$ cat config.mk
export PLATFORM = sky130hd
export DESIGN_NAME = sliding_day_bucket_counters
export DESIGN_NICKNAME = d
export VERILOG_FILES = /design/src/design/sdbc_pkg.sv /design/src/design/sliding_day_bucket_counters.sv /design/src/design/sdbc_ram.sv
export SDC_FILE = /design/constraint.sdc
export NUM_CORES = 1
export LEC_CHECK = 0
export BUFFER_PORTS_ARGS = -buffer_cell sky130_fd_sc_hd__buf_2
export CAP_MARGIN = 10
export CORE_MARGIN = 2
export CORE_UTILIZATION = 35
export CTS_CLUSTER_DIAMETER = 100
export DETAILED_ROUTE_END_ITERATION = 16
export PLACE_DENSITY = 0.52
export SYNTH_ARGS = -nofsm -noshare
export SYNTH_HDL_FRONTEND = slang
export SYNTH_SLANG_ARGS = --single-unit
$ cat constraint.sdc
create_clock -name clock -period 10.05 [get_ports clock]
set_input_delay 1.005 -clock clock [delete_from_list [all_inputs] [get_ports clock]]
set_output_delay 1.005 -clock clock [all_outputs]
set_load 0.02 [all_outputs]
$ cat src/design/sdbc_pkg.sv
// Shared types and constants for the sliding day bucket counters.
// No dependencies.
package sdbc_pkg;

   localparam int DAY_W = 32;
   localparam int AMT_W = 12;
   localparam int BKT_W = 8;

   typedef logic [DAY_W-1:0] day_type;
   typedef logic [AMT_W-1:0] amount_type;
   typedef logic [BKT_W-1:0] bucket_type;

   typedef enum logic {
      MODE_ADD   = 1'b0,
      MODE_QUERY = 1'b1
   } mode_type;

   localparam bucket_type BUCKET_MAX = {BKT_W{1'b1}};

endpackage

$ cat src/design/sliding_day_bucket_counters.sv
// Sliding window of per-day saturating counters kept in a circular RAM.
// Depends on sdbc_pkg and sdbc_ram.
// Query: passes S_EVAL, plus S_QWAIT when the bucket is read from RAM; the result strobe is registered.
// Add: ends after S_EVAL if zero or dropped, else S_CLEAR for n buckets (0 .. WINDOW_DAYS), S_RD, S_WR.
// Reset clears anchor, pointer and data flag; the RAM is cleared on the first counted add.
// The result strobe lasts one cycle; the receiver cannot stall.
module sliding_day_bucket_counters #(
   parameter int WINDOW_DAYS = 64
) (
   input  logic                 clock,
   input  logic                 reset,
   input  logic                 start,
   output logic                 busy,
   input  logic                 req_mode,
   input  sdbc_pkg::day_type    req_day_index,
   input  sdbc_pkg::amount_type req_amount,
   output logic                 rsp_valid,
   output sdbc_pkg::bucket_type rsp_day_total
);
   import sdbc_pkg::*;

   localparam int AW = $clog2(WINDOW_DAYS);
   localparam int CW = $clog2(WINDOW_DAYS + 1);
   localparam logic [AW-1:0]  LAST_SLOT = AW'(WINDOW_DAYS - 1);
   localparam logic [AW:0]    WIN_A = (AW+1)'(WINDOW_DAYS);
   localparam logic [CW-1:0]  WIN_C = CW'(WINDOW_DAYS);
   localparam day_type        WIN_D = DAY_W'(WINDOW_DAYS);

   typedef enum logic [2:0] {
      S_IDLE,
      S_EVAL,
      S_QWAIT,
      S_CLEAR,
      S_RD,
      S_WR
   } state_type;

   state_type     state_ff, state_in;
   logic          mode_ff, mode_in;
   day_type       day_ff, day_in;
   amount_type    amt_ff, amt_in;
   day_type       newest_ff, newest_in;
   logic          holds_ff, holds_in;
   logic [AW-1:0] ptr_ff, ptr_in;
   logic [AW-1:0] slot_ff, slot_in;
   logic [AW-1:0] clr_addr_ff, clr_addr_in;
   logic [CW-1:0] clr_cnt_ff, clr_cnt_in;
   logic          rsp_valid_ff, rsp_valid_in;
   bucket_type    rsp_total_ff, rsp_total_in;

   logic          ram_we;
   logic [AW-1:0] ram_waddr, ram_raddr;
   bucket_type    ram_wdata, ram_rdata;

   day_type       age, gap;
   logic          day_newer;
   logic [AW:0]   slot_sum, ptr_diff;
   logic [AW-1:0] age_slot, ptr_new;

   sdbc_ram #(
      .WIDTH(BKT_W),
      .DEPTH(WINDOW_DAYS)
   ) u_ram (
      .clock  (clock),
      .wr_en  (ram_we),
      .wr_addr(ram_waddr),
      .wr_data(ram_wdata),
      .rd_addr(ram_raddr),
      .rd_data(ram_rdata)
   );

   logic [AMT_W:0] bucket_sum;

   always_comb begin
      day_newer = day_ff > newest_ff;
      age       = newest_ff - day_ff;
      gap       = day_ff - newest_ff;
      slot_sum  = {1'b0, ptr_ff} + {1'b0, age[AW-1:0]};
      age_slot  = (slot_sum >= WIN_A) ? AW'(slot_sum - WIN_A) : slot_sum[AW-1:0];
      ptr_diff  = (ptr_ff >= gap[AW-1:0]) ? {1'b0, ptr_ff} - {1'b0, gap[AW-1:0]}
                                           : {1'b0, ptr_ff} + WIN_A - {1'b0, gap[AW-1:0]};
      ptr_new   = ptr_diff[AW-1:0];
      bucket_sum = {{(AMT_W+1-BKT_W){1'b0}}, ram_rdata} + {1'b0, amt_ff};
   end

   always_comb begin
      state_in     = state_ff;
      mode_in      = mode_ff;
      day_in       = day_ff;
      amt_in       = amt_ff;
      newest_in    = newest_ff;
      holds_in     = holds_ff;
      ptr_in       = ptr_ff;
      slot_in      = slot_ff;
      clr_addr_in  = clr_addr_ff;
      clr_cnt_in   = clr_cnt_ff;
      rsp_valid_in = 1'b0;
      rsp_total_in = rsp_total_ff;
      ram_we       = 1'b0;
      ram_waddr    = clr_addr_ff;
      ram_wdata    = '0;
      ram_raddr    = slot_ff;
      unique case (state_ff)
         S_IDLE: begin
            if (start) begin
               mode_in  = req_mode;
               day_in   = req_day_index;
               amt_in   = req_amount;
               state_in = S_EVAL;
            end
         end
         S_EVAL: begin
            ram_raddr = age_slot;
            if (mode_ff == MODE_QUERY) begin
               if (!holds_ff || day_newer || age >= WIN_D) begin
                  rsp_valid_in = 1'b1;
                  rsp_total_in = '0;
                  state_in     = S_IDLE;
               end else begin
                  state_in = S_QWAIT;
               end
            end else if (amt_ff == '0) begin
               state_in = S_IDLE;
            end else if (!holds_ff) begin
               newest_in   = day_ff;
               slot_in     = ptr_ff;
               clr_addr_in = '0;
               clr_cnt_in  = WIN_C;
               state_in    = S_CLEAR;
            end else if (day_newer) begin
               newest_in = day_ff;
               if (gap >= WIN_D) begin
                  slot_in     = ptr_ff;
                  clr_addr_in = '0;
                  clr_cnt_in  = WIN_C;
               end else begin
                  ptr_in      = ptr_new;
                  slot_in     = ptr_new;
                  clr_addr_in = ptr_new;
                  clr_cnt_in  = CW'(gap[AW-1:0]);
               end
               state_in = S_CLEAR;
            end else if (age >= WIN_D) begin
               state_in = S_IDLE;
            end else begin
               slot_in  = age_slot;
               state_in = S_RD;
            end
         end
         S_QWAIT: begin
            rsp_valid_in = 1'b1;
            rsp_total_in = ram_rdata;
            state_in     = S_IDLE;
         end
         S_CLEAR: begin
            ram_we      = 1'b1;
            clr_addr_in = (clr_addr_ff == LAST_SLOT) ? '0 : clr_addr_ff + 1'b1;
            clr_cnt_in  = clr_cnt_ff - 1'b1;
            if (clr_cnt_ff == CW'(1)) begin
               state_in = S_RD;
            end
         end
         S_RD: begin
            state_in = S_WR;
         end
         S_WR: begin
            ram_we    = 1'b1;
            ram_waddr = slot_ff;
            ram_wdata = (bucket_sum > {{(AMT_W+1-BKT_W){1'b0}}, BUCKET_MAX})
                        ? BUCKET_MAX : bucket_sum[BKT_W-1:0];
            holds_in  = 1'b1;
            state_in  = S_IDLE;
         end
         default: begin
            state_in = S_IDLE;
         end
      endcase
   end

   always_ff @(posedge clock) begin
      if (reset) begin
         state_ff     <= S_IDLE;
         newest_ff    <= '0;
         holds_ff     <= 1'b0;
         ptr_ff       <= '0;
         clr_cnt_ff   <= '0;
         rsp_valid_ff <= 1'b0;
      end else begin
         state_ff     <= state_in;
         newest_ff    <= newest_in;
         holds_ff     <= holds_in;
         ptr_ff       <= ptr_in;
         clr_cnt_ff   <= clr_cnt_in;
         rsp_valid_ff <= rsp_valid_in;
      end
      mode_ff      <= mode_in;
      day_ff       <= day_in;
      amt_ff       <= amt_in;
      slot_ff      <= slot_in;
      clr_addr_ff  <= clr_addr_in;
      rsp_total_ff <= rsp_total_in;
   end

   assign busy          = state_ff != S_IDLE;
   assign rsp_valid     = rsp_valid_ff;
   assign rsp_day_total = rsp_total_ff;

`ifndef SYNTHESIS
   a_rsp_after_query: assert property (@(posedge clock) disable iff (reset)
      rsp_valid_ff |-> $past(mode_ff == MODE_QUERY
                             && (state_ff == S_EVAL || state_ff == S_QWAIT)))
      else $error("result strobe without a query");

   a_write_states: assert property (@(posedge clock) disable iff (reset)
      ram_we |-> (state_ff == S_CLEAR || state_ff == S_WR))
      else $error("RAM write outside clear or update");

   a_clear_count: assert property (@(posedge clock) disable iff (reset)
      state_ff == S_CLEAR |-> (clr_cnt_ff != '0 && clr_cnt_ff <= WIN_C))
      else $error("clear count out of range");

   a_update_sets_flag: assert property (@(posedge clock) disable iff (reset)
      state_ff == S_WR |=> holds_ff)
      else $error("data flag not set after update");

   a_flag_sticky: assert property (@(posedge clock) disable iff (reset)
      holds_ff |=> holds_ff)
      else $error("data flag cleared");
`endif

endmodule

$ cat src/design/sdbc_ram.sv
// Generic RAM: one write port, one read port, registered read data.
// No dependencies.
module sdbc_ram #(
   parameter int WIDTH = 8,
   parameter int DEPTH = 64
) (
   input  logic                     clock,
   input  logic                     wr_en,
   input  logic [$clog2(DEPTH)-1:0] wr_addr,
   input  logic [WIDTH-1:0]         wr_data,
   input  logic [$clog2(DEPTH)-1:0] rd_addr,
   output logic [WIDTH-1:0]         rd_data
);

   logic [WIDTH-1:0] mem_ff [DEPTH];
   logic [WIDTH-1:0] rd_data_ff;

   always_ff @(posedge clock) begin
      if (wr_en) begin
         mem_ff[wr_addr] <= wr_data;
      end
      rd_data_ff <= mem_ff[rd_addr];
   end

   assign rd_data = rd_data_ff;

endmodule
==> results.cfg <==
[route]
dr_total_vias = 17600
wl_um = 76600
vias_per_cell = 5.32
post_drt_wl_per_cell_um = 23.2
route.antenna.remaining_nets = 0
drtIter0Drc = 1504
drc = 0
first_pass_iters = 5

[place]
port-buffer-count = 57
hpwl_um = 51100
place_congestion = 0.864
dpl_worst_slack_ns = 4.63
placed_cells = 3181

[pwr]
p_switching_mw = 1.73
leakage_nw = 11.7
comb_power_share_pct = 15.0
p_per_area_mw_per_mm2 = 192
power_frac_seq_pct = 46.2
swShare_pct = 26.9
peakVddDrop_v = 0.000128
clkPwrFrac_pct = 38.7
p_int_mw = 4.69

[sta]
post-route-period-util_pct = 53.5
max_slew_margin_pct = 21.2
fmax_mhz = 186
fin_setup_tns_ns = 0
worst_slew_pin_slew_ns = 1.18
setup_ws_ns = 4.68
min_period_ns = 5.37
whs_ns = 0.504
setup_violations = 0
fin_worst_skew_ns = 0.0344
grt_setup_unrepaired = no
slew_violations = 0
finalHoldViolations = 0

[logic_synthesis]
yosysUniqueCellTypes = 78
synth_edf_count = 577
synth_area_mm2 = 0.0296
synthCells = 2062
ys_warn_count = 0
synth_top_area_share_pct = 58.5
synth_fp_nets = 2200
postSynthAreaPerCell_um2 = 14.4
ys_ff_latch = 635
async_reset_ff_share_pct = 0
synth.largest_area_cell = edfxtp_1
ys_seq_area_share_pct = 62.5
yosys-top-cells-area = edfxtp_1 (59%), mux4_2 (9.7%), dfxtp_1 (3.9%), ha_1 (3.6%), mux2i_1 (3.6%)
ys.flop_type = edfxtp_1

[cts]
cts-root-buf = clkbuf_16
numClockSinks = 635
cts_hold_buf = 0
worstSkewPairLatency_ns = 0.64
cts_setup_buffers = 0
clockBufferDepth = 3
cts-buffers-inserted = 69
clk_pin_slew_ns = 0.06
cts_max_level = 3
cts_tree = done
cts_resized = 0

[worst_setup_path]
worst-path-buf-inv = 4
cp.required_ns = 10.54
arrival_ns = 5.87
criticalPathCategory = reg2reg
cp_top_family = buffers and inverters
path_cells = inv_1 -> fa_1 -> inv_1 -> fa_1 -> nand2_1 -> o21ai_4 -> buf_4 -> buf_4 -> mux4_2 -> nor2b_1 -> a211oi_1 -> a21oi_1 -> mux2i_1 -> mux2i_1
slowest_stage = buf_4
critPathCaptureType = flop
path_max_fanout = 57
cpPeakStageDelay_ns = 0.82
worstSetupStartpointType = flop

[finish]
final_common_cell = edfxtp_1
nFillCells = 7729
diodes = 0
area_growth_syn_to_layout_pct = 13.0
instances_no_fill = 3303
final_cell_mix = edfxtp_1 (577), nor2_1 (181), a21oi_1 (138)
fin_nets = 2256
drive_above_1_share_pct = 15.4

[grt]
globalRouteOverflowTotal = 0
grt_use_total_pct = 17.7
antenna_found_initial = 2
grt_pass1_wl_um = 115000
grt_max_degree = 100
grt_pass1_vias = 17700

[die]
fp.dieW_um = 295
core_area_mm2 = 0.0837
ioPinCount = 58
die_area_mm2 = 0.0869
rows = 106
initial_core_util_pct = 35.4
die_h_um = 295

[hold_path]
worstHoldPathType = reg2reg

[outcome]
status = finished clean

[run]
cap_violations = 0
## cell usage after synthesis, drive strengths merged (4+ instances only)
cell type and instances:
mux2i 105, buf 49, dfxtp 58, edfxtp 577, inv 95, a22oi 7, nand3 14, xor2 12
nor4 9, fa 5, and3 11, a211oi 46, or3 13, o2111ai 5, o31ai 6, o21ai 63
clkbuf 46, nor2 190, a31oi 7, mux4 128, nor2b 43, o21a 16, o21bai 10, or4 4
nand2b 12, a311oi 9, and2 18, a21o 23, nand2 92, a21oi 138, xnor2 34, nand4 28
a221oi 6, o211ai 14, nor3b 6, nor3 17, o22ai 7, ha 85, nand3b 8, o221ai 5
## worst reg2reg max path, stage by stage, from the launching register on
cell      delay, ns
edfxtp_1       0.45
inv_1          0.11
fa_1           0.58
inv_1          0.07
fa_1           0.53
nand2_1        0.09
o21ai_4        0.39
buf_4          0.72
buf_4          0.84
mux4_2         0.42
nor2b_1        0.14
a211oi_1       0.30
a21oi_1        0.07
mux2i_1        0.41
mux2i_1        0.13
## layer usage
metal,global-route usage [%],part of all wire (%)
met5,0,0
met1,24.0,45
met4,5.69,3.1
met3,2.81,4.1
met2,29.1,48
## registers in the layout, summed over array words and instances (netlist names)
signal,cells
u_ram.mem_ff,512
day_ff,32
newest_ff,32
amt_ff,12
rsp_day_total,8
u_ram.rd_data,8
clr_cnt_ff,7
clr_addr_ff,6
ptr_ff,6
slot_ff,6
state_ff,3
holds_ff,1
mode_ff,1
rsp_valid,1
## through the flow
step / total power [mW] / util (%) / area [um^2]
4_1_cts: 6.49 / 40.0 / 33500
2_1_floorplan: 3.67 / - / 29600
5_1_grt: 6.66 / 40.0 / 33500
3_5_place_dp: 3.99 / 37.3 / 31200
3_3_place_gp: 3.98 / 37.3 / 31200
6_report: 6.42 / 40.0 / 33500
## power groups by stage
stage / combinational, mW / sequential, mW / clock (mW)
2_1_floorplan: 0.694 / 2.98 / 0
3_3_place_gp: 0.963 / 3.02 / 0
3_5_place_dp: 0.971 / 3.02 / 0
4_1_cts: 0.976 / 2.97 / 2.55
5_1_grt: 1.05 / 2.97 / 2.64
6_report: 0.964 / 2.97 / 2.49
## path summary, 6_finish.rpt
check | cells past startpoint | to | slack, ns | startpoint
max | 14 | u_ram.rd_data[4] | 4.68 | day_ff[1]
min | 2 | newest_ff[31] | 0.50 | newest_ff[31]
max reg2reg | 14 | u_ram.rd_data[4] | 4.68 | day_ff[1]
min reg2reg | 2 | newest_ff[31] | 0.50 | newest_ff[31]
## cell type report
cell class | instances | area (um^2) | share of cell area (%)
Clock inverter | 38 | 420 | 1.26
Sequential cell | 635 | 18500 | 55.3
Timing Repair Buffer | 80 | 470 | 1.41
Inverter | 95 | 357 | 1.07
Clock buffer | 84 | 1810 | 5.42
Tap cell | 1134 | 1420 | 4.24
Multi-Input combinational cell | 1237 | 10500 | 31.3
## kinds of logic (layout without fill, tap and decap cells)
group           after synthesis  count (layout)  share of synthesized area (%)
flops                       635             635                           62.5
simple gates                477             477                           7.85
compound gates              389             389                           8.48
mux                         235             235                           13.4
buf+inv                     190             297                           2.55
fa+ha+maj                    90              90                           3.93
xor+xnor                     46              46                           1.36
(Power assumes the default switching activity.)
